[config.mk]
export PLATFORM = sky130hd
export DESIGN_NAME = trigger_step_sequencer
export DESIGN_NICKNAME = d
export VERILOG_FILES = /design/src/hw/rtl/tss_pkg.sv /design/src/hw/rtl/trigger_step_sequencer.sv /design/src/hw/rtl/tss_tempo.sv /design/src/hw/rtl/tss_core.sv
export VERILOG_INCLUDE_DIRS = /design/src /design/src/hw/rtl
export SDC_FILE = /design/constraint.sdc
export NUM_CORES = 1
export LEC_CHECK = 0
export ABC_AREA = 1
export BUFFER_PORTS_ARGS = -buffer_cell sky130_fd_sc_hd__buf_4
export CAP_MARGIN = 20
export CORE_MARGIN = 2
export CORE_UTILIZATION = 55
export CTS_CLUSTER_SIZE = 20
export DETAILED_ROUTE_END_ITERATION = 8
export PLACE_DENSITY = 0.83
export SLEW_MARGIN = 20
export SYNTH_ARGS = -nofsm -noshare
export SYNTH_HDL_FRONTEND = slang
export SYNTH_SLANG_ARGS = --single-unit
[constraint.sdc]
create_clock -name i_clk -period 8 [get_ports i_clk]
set_clock_uncertainty 0.05 [all_clocks]
set_input_delay 2.4 -clock i_clk [delete_from_list [all_inputs] [get_ports i_clk]]
set_output_delay 2.4 -clock i_clk [all_outputs]
set_load 0.01 [all_outputs]
[src/hw/rtl/trigger_step_sequencer_assert.svh]
// assertion macros used by the trigger step sequencer top level
// needs nothing but a clock and an active-low reset at the point of use
`ifndef TRIGGER_STEP_SEQUENCER_ASSERT_SVH
`define TRIGGER_STEP_SEQUENCER_ASSERT_SVH

`ifndef NO_ASSERTIONS

// same-cycle implication, held off during reset
`define TSS_ASSERT_IMPL(label, clk, rst_n, ante, cons) \
    label: assert property (@(posedge clk) disable iff (!(rst_n)) (ante) |-> (cons)) \
        else $error("assertion failed");

// next-cycle implication, held off during reset
`define TSS_ASSERT_NEXT(label, clk, rst_n, ante, cons) \
    label: assert property (@(posedge clk) disable iff (!(rst_n)) (ante) |=> (cons)) \
        else $error("assertion failed");

`else

`define TSS_ASSERT_IMPL(label, clk, rst_n, ante, cons)
`define TSS_ASSERT_NEXT(label, clk, rst_n, ante, cons)

`endif

`endif

[src/hw/rtl/tss_pkg.sv]
// shared types, constants and the tempo numerator function
// used by every module of the trigger step sequencer; no dependencies
`default_nettype none

package tss_pkg;

    // sizing defaults for the top-level parameters
    localparam int unsigned STEPS_DEF  = 8;
    localparam int unsigned TRACKS_DEF = 3;

    // tempo arithmetic
    localparam int unsigned HALF_MAX  = 1000;
    localparam int unsigned HALF_SPAN = 950;
    localparam int unsigned POT_FULL  = 4095;
    localparam int unsigned POT_SHIFT = 12;
    localparam int unsigned NUM_W     = 22;
    localparam int unsigned HALF_W    = 10;

    // beat kinds on the slave tuser
    typedef enum logic [1:0] {
        KIND_TICK  = 2'd0,
        KIND_PRESS = 2'd1,
        KIND_TEMPO = 2'd2
    } t_kind;

    // one input beat as held in the input register
    typedef struct packed {
        logic [1:0]       kind;
        logic [1:0]       track;
        logic             wnr;
        logic [7:0]       bits;
        logic [NUM_W-1:0] numer;
    } t_item;

    // one result beat
    typedef struct packed {
        logic [2:0]        gates;
        logic              clk_level;
        logic [2:0]        step;
        logic [7:0]        rb_bits;
        logic              rb_valid;
        logic [HALF_W-1:0] half;
    } t_result;

    // rounded-up division numerator: 950*sample + 4094
    function automatic logic [NUM_W-1:0] pot_numer(input logic [11:0] sample);
        logic [31:0] prod;
        prod = 32'(sample) * 32'(HALF_SPAN) + 32'(POT_FULL - 1);
        return prod[NUM_W-1:0];
    endfunction

endpackage

`default_nettype wire

[src/hw/rtl/trigger_step_sequencer.sv]
// top level of the trigger step sequencer: input register, core, result register
// depends on tss_pkg, tss_core, tss_tempo and trigger_step_sequencer_assert.svh
//
//  channel | dir | tdata (low bit up)                              | tuser
//  --------+-----+-------------------------------------------------+---------------
//  slave   | in  | track 2, write_not_read 1, program_bits 8,      | kind 2
//          |     | pot_sample 12, pad 1                            |
//  master  | out | track_gates 3, clock_level 1, current_step 3,   | readback_valid
//          |     | readback_bits 8, half_period_ms 10, pad 7       |
//
// every beat passes from slave to master through the input register, then through the
// core into the result register; one beat per cycle sustained while the master does not stall.
// the path from the input register to the result register (tempo divide by 4095
// and the state update) sets the cycle time.
// synchronous active-low reset clears both valid flags and all sequencer state.
// a master stall holds the result register, then the input register, then tready.
`default_nettype none

`include "trigger_step_sequencer_assert.svh"

module trigger_step_sequencer
    import tss_pkg::*;
#(
    parameter int unsigned STEPS  = STEPS_DEF,
    parameter int unsigned TRACKS = TRACKS_DEF
) (
    input  wire logic        i_clk,
    input  wire logic        i_rst_n,
    // slave side
    input  wire logic        i_s_tvalid,
    output logic             o_s_tready,
    input  wire logic [23:0] i_s_tdata,  // track, write_not_read, program_bits, pot_sample
    input  wire logic [1:0]  i_s_tuser,  // kind
    // master side
    output logic             o_m_tvalid,
    input  wire logic        i_m_tready,
    output logic [31:0]      o_m_tdata,  // track_gates, clock_level, current_step,
                                         // readback_bits, half_period_ms
    output logic             o_m_tuser   // readback_valid
);

    logic    r_in_valid;
    t_item   r_in_item;
    logic    r_out_valid;
    t_result r_out;
    logic    in_acc;
    logic    adv;
    t_result core_res;

    // handshake: the core advances when the result register can take a beat
    assign adv        = r_in_valid && (!r_out_valid || i_m_tready);
    assign o_s_tready = !r_in_valid || adv;
    assign in_acc     = i_s_tvalid && o_s_tready;

    // input register valid
    always_ff @(posedge i_clk) begin
        if (!i_rst_n) begin
            r_in_valid <= 1'b0;
        end else if (in_acc) begin
            r_in_valid <= 1'b1;
        end else if (adv) begin
            r_in_valid <= 1'b0;
        end
    end

    // input register payload, tempo numerator formed on the way in
    always_ff @(posedge i_clk) begin
        if (in_acc) begin
            r_in_item.kind  <= i_s_tuser;
            r_in_item.track <= i_s_tdata[1:0];
            r_in_item.wnr   <= i_s_tdata[2];
            r_in_item.bits  <= i_s_tdata[10:3];
            r_in_item.numer <= pot_numer(i_s_tdata[22:11]);
        end
    end

    tss_core #(
        .STEPS  (STEPS),
        .TRACKS (TRACKS)
    ) u_core (
        .i_clk    (i_clk),
        .i_rst_n  (i_rst_n),
        .i_adv    (adv),
        .i_item   (r_in_item),
        .o_result (core_res)
    );

    // result register valid
    always_ff @(posedge i_clk) begin
        if (!i_rst_n) begin
            r_out_valid <= 1'b0;
        end else if (adv) begin
            r_out_valid <= 1'b1;
        end else if (i_m_tready) begin
            r_out_valid <= 1'b0;
        end
    end

    // result register payload
    always_ff @(posedge i_clk) begin
        if (adv) begin
            r_out <= core_res;
        end
    end

    // master side packing
    assign o_m_tvalid = r_out_valid;
    assign o_m_tdata  = {7'd0, r_out.half, r_out.rb_bits, r_out.step,
                         r_out.clk_level, r_out.gates};
    assign o_m_tuser  = r_out.rb_valid;

    // checks
    `TSS_ASSERT_NEXT(a_in_hold, i_clk, i_rst_n, r_in_valid && !adv, r_in_valid && $stable(r_in_item))
    `TSS_ASSERT_IMPL(a_half_range, i_clk, i_rst_n, o_m_tvalid, o_m_tdata[24:15] >= 10'd50 && o_m_tdata[24:15] <= 10'd1000)
    `TSS_ASSERT_IMPL(a_gates_low, i_clk, i_rst_n, o_m_tvalid && !o_m_tdata[3], o_m_tdata[2:0] == 3'd0)
    `TSS_ASSERT_IMPL(a_rb_zero, i_clk, i_rst_n, o_m_tvalid && !o_m_tuser, o_m_tdata[14:7] == 8'd0)

endmodule

`default_nettype wire

[src/hw/rtl/tss_tempo.sv]
// half-period from the tempo numerator: 1000 - numer / 4095
// the divide by 4095 is a shift-add estimate plus one correction; uses tss_pkg
`default_nettype none

module tss_tempo
    import tss_pkg::*;
(
    input  wire logic [NUM_W-1:0]  i_numer,
    output logic      [HALF_W-1:0] o_half
);

    logic [NUM_W:0]    sum;
    logic [NUM_W:0]    q0;
    logic [NUM_W:0]    prod;
    logic [NUM_W:0]    rem;
    logic [HALF_W-1:0] quot;

    // estimate never exceeds the true quotient and falls short by at most one
    always_comb begin
        sum  = (NUM_W+1)'(i_numer) + (NUM_W+1)'(i_numer >> POT_SHIFT);
        q0   = sum >> POT_SHIFT;
        prod = (q0 << POT_SHIFT) - q0;
        rem  = (NUM_W+1)'(i_numer) - prod;
        if (rem >= (NUM_W+1)'(POT_FULL)) begin
            quot = HALF_W'(q0) + HALF_W'(1);
        end else begin
            quot = HALF_W'(q0);
        end
        o_half = HALF_W'(HALF_MAX) - quot;
    end

endmodule

`default_nettype wire

[src/hw/rtl/tss_core.sv]
// sequencer state: patterns, step, tempo, millisecond countdown and levels
// applies one item per advance and shows the post-update result; uses tss_pkg
`default_nettype none

module tss_core
    import tss_pkg::*;
#(
    parameter int unsigned STEPS  = STEPS_DEF,
    parameter int unsigned TRACKS = TRACKS_DEF
) (
    input  wire logic    i_clk,
    input  wire logic    i_rst_n,
    input  wire logic    i_adv,
    input  wire t_item   i_item,
    output t_result      o_result
);

    localparam int unsigned STEP_W = $clog2(STEPS);
    localparam int unsigned TRK_IW = (TRACKS > 1) ? $clog2(TRACKS) : 1;

    logic [STEPS-1:0]  r_pattern [TRACKS];
    logic [STEPS-1:0]  n_pattern [TRACKS];
    logic [STEP_W-1:0] r_step, n_step;
    logic [HALF_W-1:0] r_half, n_half;
    logic [HALF_W-1:0] r_rem, n_rem;
    logic              r_beat, n_beat;
    logic [TRACKS-1:0] r_gates, n_gates;

    logic [HALF_W-1:0] tempo_half;
    logic [HALF_W-1:0] rem_dec;
    logic [TRACKS-1:0] step_gates;
    logic [TRK_IW-1:0] trk_idx;
    logic              trk_ok;
    logic [7:0]        rb_bits;
    logic              rb_valid;

    tss_tempo u_tempo (
        .i_numer (i_item.numer),
        .o_half  (tempo_half)
    );

    // gate pattern at the current step, one bit per track
    always_comb begin
        for (int t = 0; t < TRACKS; t++) begin
            step_gates[t] = r_pattern[t][r_step];
        end
    end

    assign trk_idx = TRK_IW'(i_item.track);
    assign trk_ok  = 32'(i_item.track) < TRACKS;
    assign rem_dec = (r_rem != '0) ? r_rem - HALF_W'(1) : r_rem;

    // next state for one item
    always_comb begin
        n_pattern = r_pattern;
        n_step    = r_step;
        n_half    = r_half;
        n_rem     = r_rem;
        n_beat    = r_beat;
        n_gates   = r_gates;
        rb_bits   = '0;
        rb_valid  = 1'b0;
        unique case (i_item.kind)
            KIND_TICK: begin
                n_rem = rem_dec;
                if (rem_dec == '0) begin
                    if (!r_beat) begin
                        n_gates = step_gates;
                        n_beat  = 1'b1;
                        if (32'(r_step) == STEPS - 1) begin
                            n_step = '0;
                        end else begin
                            n_step = r_step + STEP_W'(1);
                        end
                    end else begin
                        n_gates = '0;
                        n_beat  = 1'b0;
                    end
                    n_rem = r_half;
                end
            end
            KIND_PRESS: begin
                if (trk_ok) begin
                    if (i_item.wnr) begin
                        n_pattern[trk_idx] = STEPS'(i_item.bits);
                    end else begin
                        rb_bits  = 8'(r_pattern[trk_idx]);
                        rb_valid = 1'b1;
                    end
                end
            end
            KIND_TEMPO: begin
                n_half = tempo_half;
            end
            default: begin
            end
        endcase
    end

    // result reflects the state after this item
    always_comb begin
        o_result.gates     = 3'(n_gates);
        o_result.clk_level = n_beat;
        o_result.step      = 3'(n_step);
        o_result.rb_bits   = rb_bits;
        o_result.rb_valid  = rb_valid;
        o_result.half      = n_half;
    end

    // state registers
    always_ff @(posedge i_clk) begin
        if (!i_rst_n) begin
            for (int t = 0; t < TRACKS; t++) begin
                r_pattern[t] <= '0;
            end
            r_step  <= '0;
            r_half  <= HALF_W'(HALF_MAX);
            r_rem   <= '0;
            r_beat  <= 1'b0;
            r_gates <= '0;
        end else if (i_adv) begin
            r_pattern <= n_pattern;
            r_step    <= n_step;
            r_half    <= n_half;
            r_rem     <= n_rem;
            r_beat    <= n_beat;
            r_gates   <= n_gates;
        end
    end

endmodule

`default_nettype wire
==> key figures, run 1 <==
Status
  – Status: finished, final reports clean

Logic synthesis
  – Syn_area_per_cell: 7.41 µm²
  – Register area share after synthesis: 0.276
  – Netlist cell types: 50
  – Main synth FF type: edfxtp_1
  – Area of the mapped netlist: slightly above 0.01 mm²
  – Yosys reg bits: approximately 110
  – Post-synthesis cell count: about 1400
  – Warnings, synthesis: 0
  – Number of flops mapped to enable cells by yosys: 60
  – Fraction of registers with async set/reset: 0

STA
  – Final Hold Viols: 0
  – Max-slew violations: 0
  – Min Tclk post-route: 7.04 ns
  – Worst-Margin Slew: 0.947 ns
  – Max Freq: 0.142 GHz
  – Setup ws final: 0.962 ns
  – Final TNS setup: 0 ns
  – Max_slew headroom: 0.367
  – Final period util: 0.880
  – Final setup fails: 0
  – Unrepaired setup endpoints after global routing: false

Layout
  – Number of diodes: 0
  – Area growth from synthesis to layout: 11.7%
  – Nets: 1649
  – Commonest non-fill, non-tap cell in the layout: nand2_1
  – Layout cells sized above 1: 0.0913
  – Most frequent cells in the layout: nand2_1, inv_1, nor2_1, ha_1, nand3_1

Drt
  – Drt pass-1 iters: 5
  – Detailed-route via count: 9069
  – Drt total wl: between 20000 and 25000 µm
  – Vias/cell: about 5.3
  – 1st-iter DRT viols: 592
  – Drt drc: 0
  – Average wire per standard cell: 13.6 µm
  – Routed Antenna Nets: 0

CTS
  – CTS max path bufs: 2
  – Reg clk slew, reported paths: 0.05 ns
  – Post-CTS setup buffer count: 0
  – CTS tree: done
  – Total CTS buffers: 17
  – Worst-skew pair later-pin latency: 0.41 ns
  – Root Buffer Master: clkbuf_16
  – Clock sink count: about 110
  – Post-CTS sizing: 0
  – H-tree depth: 4
  – CTS Hold Bufs: 0

Placement
  – Pre-CTS setup slack: 0.540 ns
  – IO Port Bufs: 56
  – DP HPWL: about 19000 µm
  – RePlAce Congestion: approximately 0.94

Floorplanning
  – Core area: roughly 0.019 mm²
  – Die width: 141 µm
  – Die Area: 0.0200 mm²
  – Die Y: around 140 µm
  – Initial Util: 0.557
  – I/O Pins: 65
  – Core Rows: 50

Critical path
  – RR Endpoint: o_m_tdata[21]$_DFFE_PP_
  – Slowest cell on crit path: fa_1
  – Worst r2r src: r_in_item[17]$_DFFE_PP_
  – WP data required: between 8 and 9 ns
  – Register-to-register path setup slack: about 1.9 ns
  – Arr. time, crit path: around 7.1 ns
  – Crit path cell chain: buf_4 -> fa_1 -> inv_1 -> fa_1 -> fa_1 -> inv_1 -> fa_1 -> ha_1 -> inv_1 -> nor4_1 -> nand2_1 -> nand2_1 -> nand2_1 -> nand2_1 -> a21oi_1 -> o21ai_0 -> xor2_1 -> inv_1 -> nor2_1 -> inv_1 -> nor3_1 -> nand3_1 -> xor2_1
  – Crit path capture type: flop
  – Critical path fanouts, max: 6
  – CP Class: in -> reg
  – CP most frequent cell: inv_1
  – Reg2Reg Depth: 39
  – Worst path max stage delay: around 0.54 ns
  – Startpoint types: primary input

Hold path
  – Hold depth: 2
  – Hold Crit Class: reg -> reg
  – Hold EP: u_core.r_pattern[22]$_SDFFE_PN0P_
  – HP Start: u_core.r_pattern[22]$_SDFFE_PN0P_

Pwr
  – Pwr Total: approximately 0.005 W
  – Pwr Density: 432 mW/mm²
  – VDD IR max: 210 µV
  – Total leakage power: 5.89 nW

Global route
  – Largest net degree at the start of global routing: 35
  – Initial antenna violation count: 0
  – Vias in the first global route: 8723
  – First-pass GRT wire length: 39300 µm
  – Gr usage total: 0.241
  – Total grt overflow: 0

Job
  – # Max-Cap Violations: 0
## final cells by class
type / count / area (µm²)
repair buffers: 59 / 443
well taps: 234 / 293
flip-flops and latches: 113 / 2860
inverters: 270 / 1010
multi-input cells: 1004 / 6420
fillers: 1609 / 7040
clock inverters: 12 / 93.8
clock buffers: 20 / 479
## sequential cells by signal (all words and copies together), names as in the netlist
name	cells
u_core.r_step	3
o_m_tuser	1
u_core.r_pattern	24
o_m_tvalid	1
u_core.r_gates	3
r_in_item	34
u_core.r_rem	10
o_m_tdata	25
u_core.r_half	10
u_core.r_beat	1
r_in_valid	1
## through the flow
step                utilization  instances  area [µm²]  hold WS, ns
floorplan                     -       1408       10400        0.396
global placement          0.592       1680       11000        0.416
detailed placement        0.592       1680       11000        0.425
CTS                       0.622       1712       11600        0.434
global route              0.622       1712       11600        0.459
finish                    0.622       1712       11600        0.436
## Yosys cell counts, types with 3 or more instances
cell type / instances / area (µm²)
a31oi_1: 6 / 37.5
nand3b_1: 3 / 22.5
and2_1: 6 / 37.5
nor2_1: 140 / 526
a21oi_1: 68 / 340
nand3_2: 7 / 70.1
inv_2: 4 / 15.0
nand3_1: 81 / 405
buf_4: 7 / 52.6
o21ai_1: 3 / 15.0
nor4_1: 6 / 37.5
nand4_1: 16 / 100
inv_1: 262 / 983
fa_1: 48 / 961
ha_1: 106 / 1330
nand2_1: 306 / 1150
nor3_1: 15 / 75.1
o211ai_1: 6 / 45.0
edfxtp_1: 60 / 1800
xor2_1: 32 / 280
xnor2_1: 24 / 210
clkbuf_1: 12 / 45.0
o21ai_0: 67 / 335
nand2_2: 18 / 113
dfxtp_1: 53 / 1060
o22ai_1: 8 / 50.1
or2_2: 3 / 18.8
nor2_2: 7 / 43.8
clkinv_1: 4 / 15.0
## report_power, final
group	total [W]	internal [W]	switching [W]	leakage [nW]
sequential	0.000848	0.000769	0.0000794	1.01
clock	0.000713	0.000437	0.000277	0.282
combinational	0.00345	0.00123	0.00222	4.61
total	0.00501	0.00244	0.00258	5.89
## worst max-delay path: cells and delay by family
kind / cells / cell delay [ns]
adders and majority gates: 5 / 2.40
and+or+nand+nor: 8 / 1.12
buffers and inverters: 6 / 0.45
xor gates and xnor gates: 2 / 0.44
AOI/OAI and AO/OA: 2 / 0.34
## metal layers
layer  GRT usage  wire length [µm]  vias to the layer above
li1            -                 -                     4585
met3      0.0388               894                       48
met1       0.303             10100                     4205
met5           0                 0                        -
met4      0.0900               606                        0
met2       0.418             11600                      231
## worst max path at each step
stage	startpoint	endpoint	slack, ns	depth (start not counted)
after global routing	i_s_tdata[11]	r_in_item[21]$_DFFE_PP_	0.57	23
after CTS	i_s_tdata[13]	r_in_item[21]$_DFFE_PP_	0.96	23
after floorplan	i_s_tdata[11]	r_in_item[21]$_DFFE_PP_	1.04	22
final	i_s_tdata[11]	r_in_item[21]$_DFFE_PP_	0.96	23
after global placement	i_s_tdata[11]	r_in_item[21]$_DFFE_PP_	0.66	23
after detailed placement	i_s_tdata[13]	r_in_item[21]$_DFFE_PP_	0.54	23
## logic make-up after synthesis
group | synth area share
flops | 0.276
other cells | 0.000361
fa+ha+maj | 0.220
buf+inv | 0.109
simple gates | 0.255
compound gates | 0.0884
xor+xnor | 0.0514
No activity file was read; power rests on OpenSTA's default activity.
==> run 2, diff against run 1 <==
PLACE_DENSITY = 0.86   (was 0.83)
clock period = 6.37 ns   (was 8 ns; I/O delays follow)
==> key figures, run 2 (same netlist as run 1, synthesis figures left out) <==
CTS
  – CTS max path bufs: 2
  – Reg clk slew, reported paths: around 0.06 ns
  – Worst-skew pair later-pin latency: 0.42 ns
  – CTS Hold Bufs: 0
  – Clock sink count: 113
  – H-tree depth: 4
  – CTS tree: done
  – Root Buffer Master: clkbuf_16
  – Total CTS buffers: 17

Layout
  – Multi-input logic area: 0.00648 mm²
  – Area growth from synthesis to layout: 15.7%
  – Max reg flops: 34
  – Largest Register: r_in_item
  – # fillers: 1507
  – Sequential cell area: approximately 0.0029 mm²
  – Layout cells sized above 1: 0.128
  – Most frequent cells in the layout: nand2_1, inv_1, nor2_1, buf_4, ha_1
  – Commonest non-fill, non-tap cell in the layout: nand2_1
  – Largest regs: r_in_item: 34 flops, o_m_tdata: 25 flops, u_core.r_pattern: 24 flops
  – Layout Utilization: 0.644
  – Number of diodes: 0
  – Nets: 1696

STA
  – Max Freq: 0.164 GHz
  – Final setup fails: 0
  – Final period util: 0.960
  – Max_slew headroom: 0.415
  – Worst-Margin Slew: 0.874 ns
  – Final Hold Viols: 0
  – Final TNS setup: 0 ns
  – Min Tclk post-route: between 6 and 7 ns
  – Max-slew violations: 0

Critical path
  – Crit path capture type: flop
  – CP delay by family, top: adder cells
  – Critical path fanouts, max: 4
  – WP data required: 6.48 ns
  – Startpoint types: primary input
  – Worst path max stage delay: 0.54 ns
  – Arr. time, crit path: slightly above 6 ns
  – Reg2Reg Depth: 37
  – Slowest cell on crit path: fa_1
  – Register-to-register path setup slack: 0.35 ns
  – Worst Setup SP: i_s_tdata[13]
  – Worst r2r src: r_in_item[21]$_DFFE_PP_
  – Critical Path End: r_in_item[21]$_DFFE_PP_
  – Worst path depth: 20
  – Crit path cell chain: buf_4 -> fa_1 -> inv_1 -> fa_1 -> fa_1 -> fa_1 -> inv_1 -> ha_1 -> buf_4 -> a31oi_1 -> nand2_1 -> nand2_1 -> nand2_1 -> a21oi_1 -> o21ai_2 -> buf_4 -> a31oi_1 -> xnor2_1 -> nand3_1 -> xor2_1
  – CP Class: in -> reg
  – RR Endpoint: o_m_tdata[21]$_DFFE_PP_
  – Crit path buf inv count: 5
  – CP most frequent cell: fa_1

Global route
  – Total grt overflow: 0
  – Vias in the first global route: 8966
  – Largest net degree at the start of global routing: 35
  – First-pass GRT wire length: 39800 µm
  – Gr usage total: 0.245
  – Initial antenna violation count: 0

Pwr
  – Reg power frac: 0.153
  – Pwr Density: 575 mW/mm²
  – Total leakage power: 6.14 nW
  – Share of power burned in the clock network: 0.129
  – Sw frac: 0.496
  – Psw: 0.00343 W
  – Internal: 0.00348 W
  – Logic pwr share: 0.718
  – VDD IR max: approximately 360 µV

Drt
  – Routed Antenna Nets: 0
  – Vias/cell: 5.37
  – Drt total wl: 24600 µm
  – Detailed-route via count: 9448
  – Drt pass-1 iters: 5
  – 1st-iter DRT viols: 734
  – Drt drc: 0
  – Average wire per standard cell: 14.0 µm

Hold path
  – Hold Crit Class: reg -> reg

Floorplanning
  – Initial Util: 0.557
  – Core Rows: 50
  – Die width: 141 µm
  – Die Y: between 100 and 150 µm
  – I/O Pins: 65
  – Core area: 0.0186 mm²
  – Die Area: between 0.015 and 0.02 mm²

Job
  – # Max-Cap Violations: 0

Placement
  – IO Port Bufs: 56
  – RePlAce Congestion: 0.916
  – DP HPWL: 18700 µm

Status
  – Status: finished, final reports clean
[run 2: repair_timing]
item / in CTS / in global routing
endpoints found under the setup margin: 0 / 18
hold endpoints to repair: 0 / 0
setup buffers: 0 / 7
gates resized for setup: 0 / 13
[run 2: how the worst min path moves through the flow]
stage,startpoint,to,slack (ns),depth (start not counted)
2_1_floorplan,u_core.r_half[1]$_SDFFE_PN0P_,u_core.r_half[1]$_SDFFE_PN0P_,0.40,2
3_3_place_gp,u_core.r_pattern[6]$_SDFFE_PN0P_,u_core.r_pattern[6]$_SDFFE_PN0P_,0.42,2
3_5_place_dp,u_core.r_pattern[6]$_SDFFE_PN0P_,u_core.r_pattern[6]$_SDFFE_PN0P_,0.43,2
4_1_cts,u_core.r_pattern[6]$_SDFFE_PN0P_,u_core.r_pattern[6]$_SDFFE_PN0P_,0.44,2
5_1_grt,u_core.r_rem[0]$_SDFFE_PN0P_,u_core.r_rem[0]$_SDFFE_PN0P_,0.46,2
6_report,u_core.r_pattern[6]$_SDFFE_PN0P_,u_core.r_pattern[6]$_SDFFE_PN0P_,0.44,2
[run 2: worst register-to-register path: cells and delay by family (launching register included)]
| family | cells | cell delay [ns] |
|---|---|---|
| DFF | 1 | 0.49 |
| buffers and inverters | 5 | 0.45 |
| adders and majority gates | 5 | 1.36 |
| AOI/OAI and AO/OA | 3 | 0.62 |
| and+or+nand+nor | 24 | 2.81 |
[run 2: metrics by stage]
step / area [µm²] / power [W] / hold slack (ns) / std cells / setup WS, ns
2_1_floorplan: 10400 / 0.00446 / 0.396 / 1408 / 0.0359
3_3_place_gp: 11300 / 0.00562 / 0.422 / 1720 / -0.116
3_5_place_dp: 11300 / 0.00580 / 0.425 / 1720 / -0.234
4_1_cts: 11900 / 0.00673 / 0.436 / 1752 / 0.161
5_1_grt: 12000 / 0.00761 / 0.457 / 1759 / -0.113
6_report: 12000 / 0.00691 / 0.440 / 1759 / 0.256
[run 2: layout make-up]
class                           instances  share of cell area
Clock buffer                           18              0.0375
Clock inverter                         14             0.00948
Inverter                              270              0.0844
Multi-Input combinational cell       1004               0.540
Sequential cell                       113               0.238
Tap cell                              234              0.0244
Timing Repair Buffer                  106              0.0663
[run 2: routing by layer]
metal  GRT usage  part of all wire
met2       0.425              0.49
met3      0.0351             0.059
met4       0.113             0.035
met1       0.304              0.41
met5           0                 0
[run 2: power by group through the flow]
| stage | clock [W] | sequential [W] | combinational [W] |
|---|---|---|---|
| 4_1_cts | 0.000898 | 0.00106 | 0.00477 |
| 6_report | 0.000893 | 0.00106 | 0.00496 |
| 2_1_floorplan | 0 | 0.00105 | 0.00342 |
| 3_3_place_gp | 0 | 0.00107 | 0.00455 |
| 5_1_grt | 0.000934 | 0.00106 | 0.00561 |
| 3_5_place_dp | 0 | 0.00107 | 0.00473 |
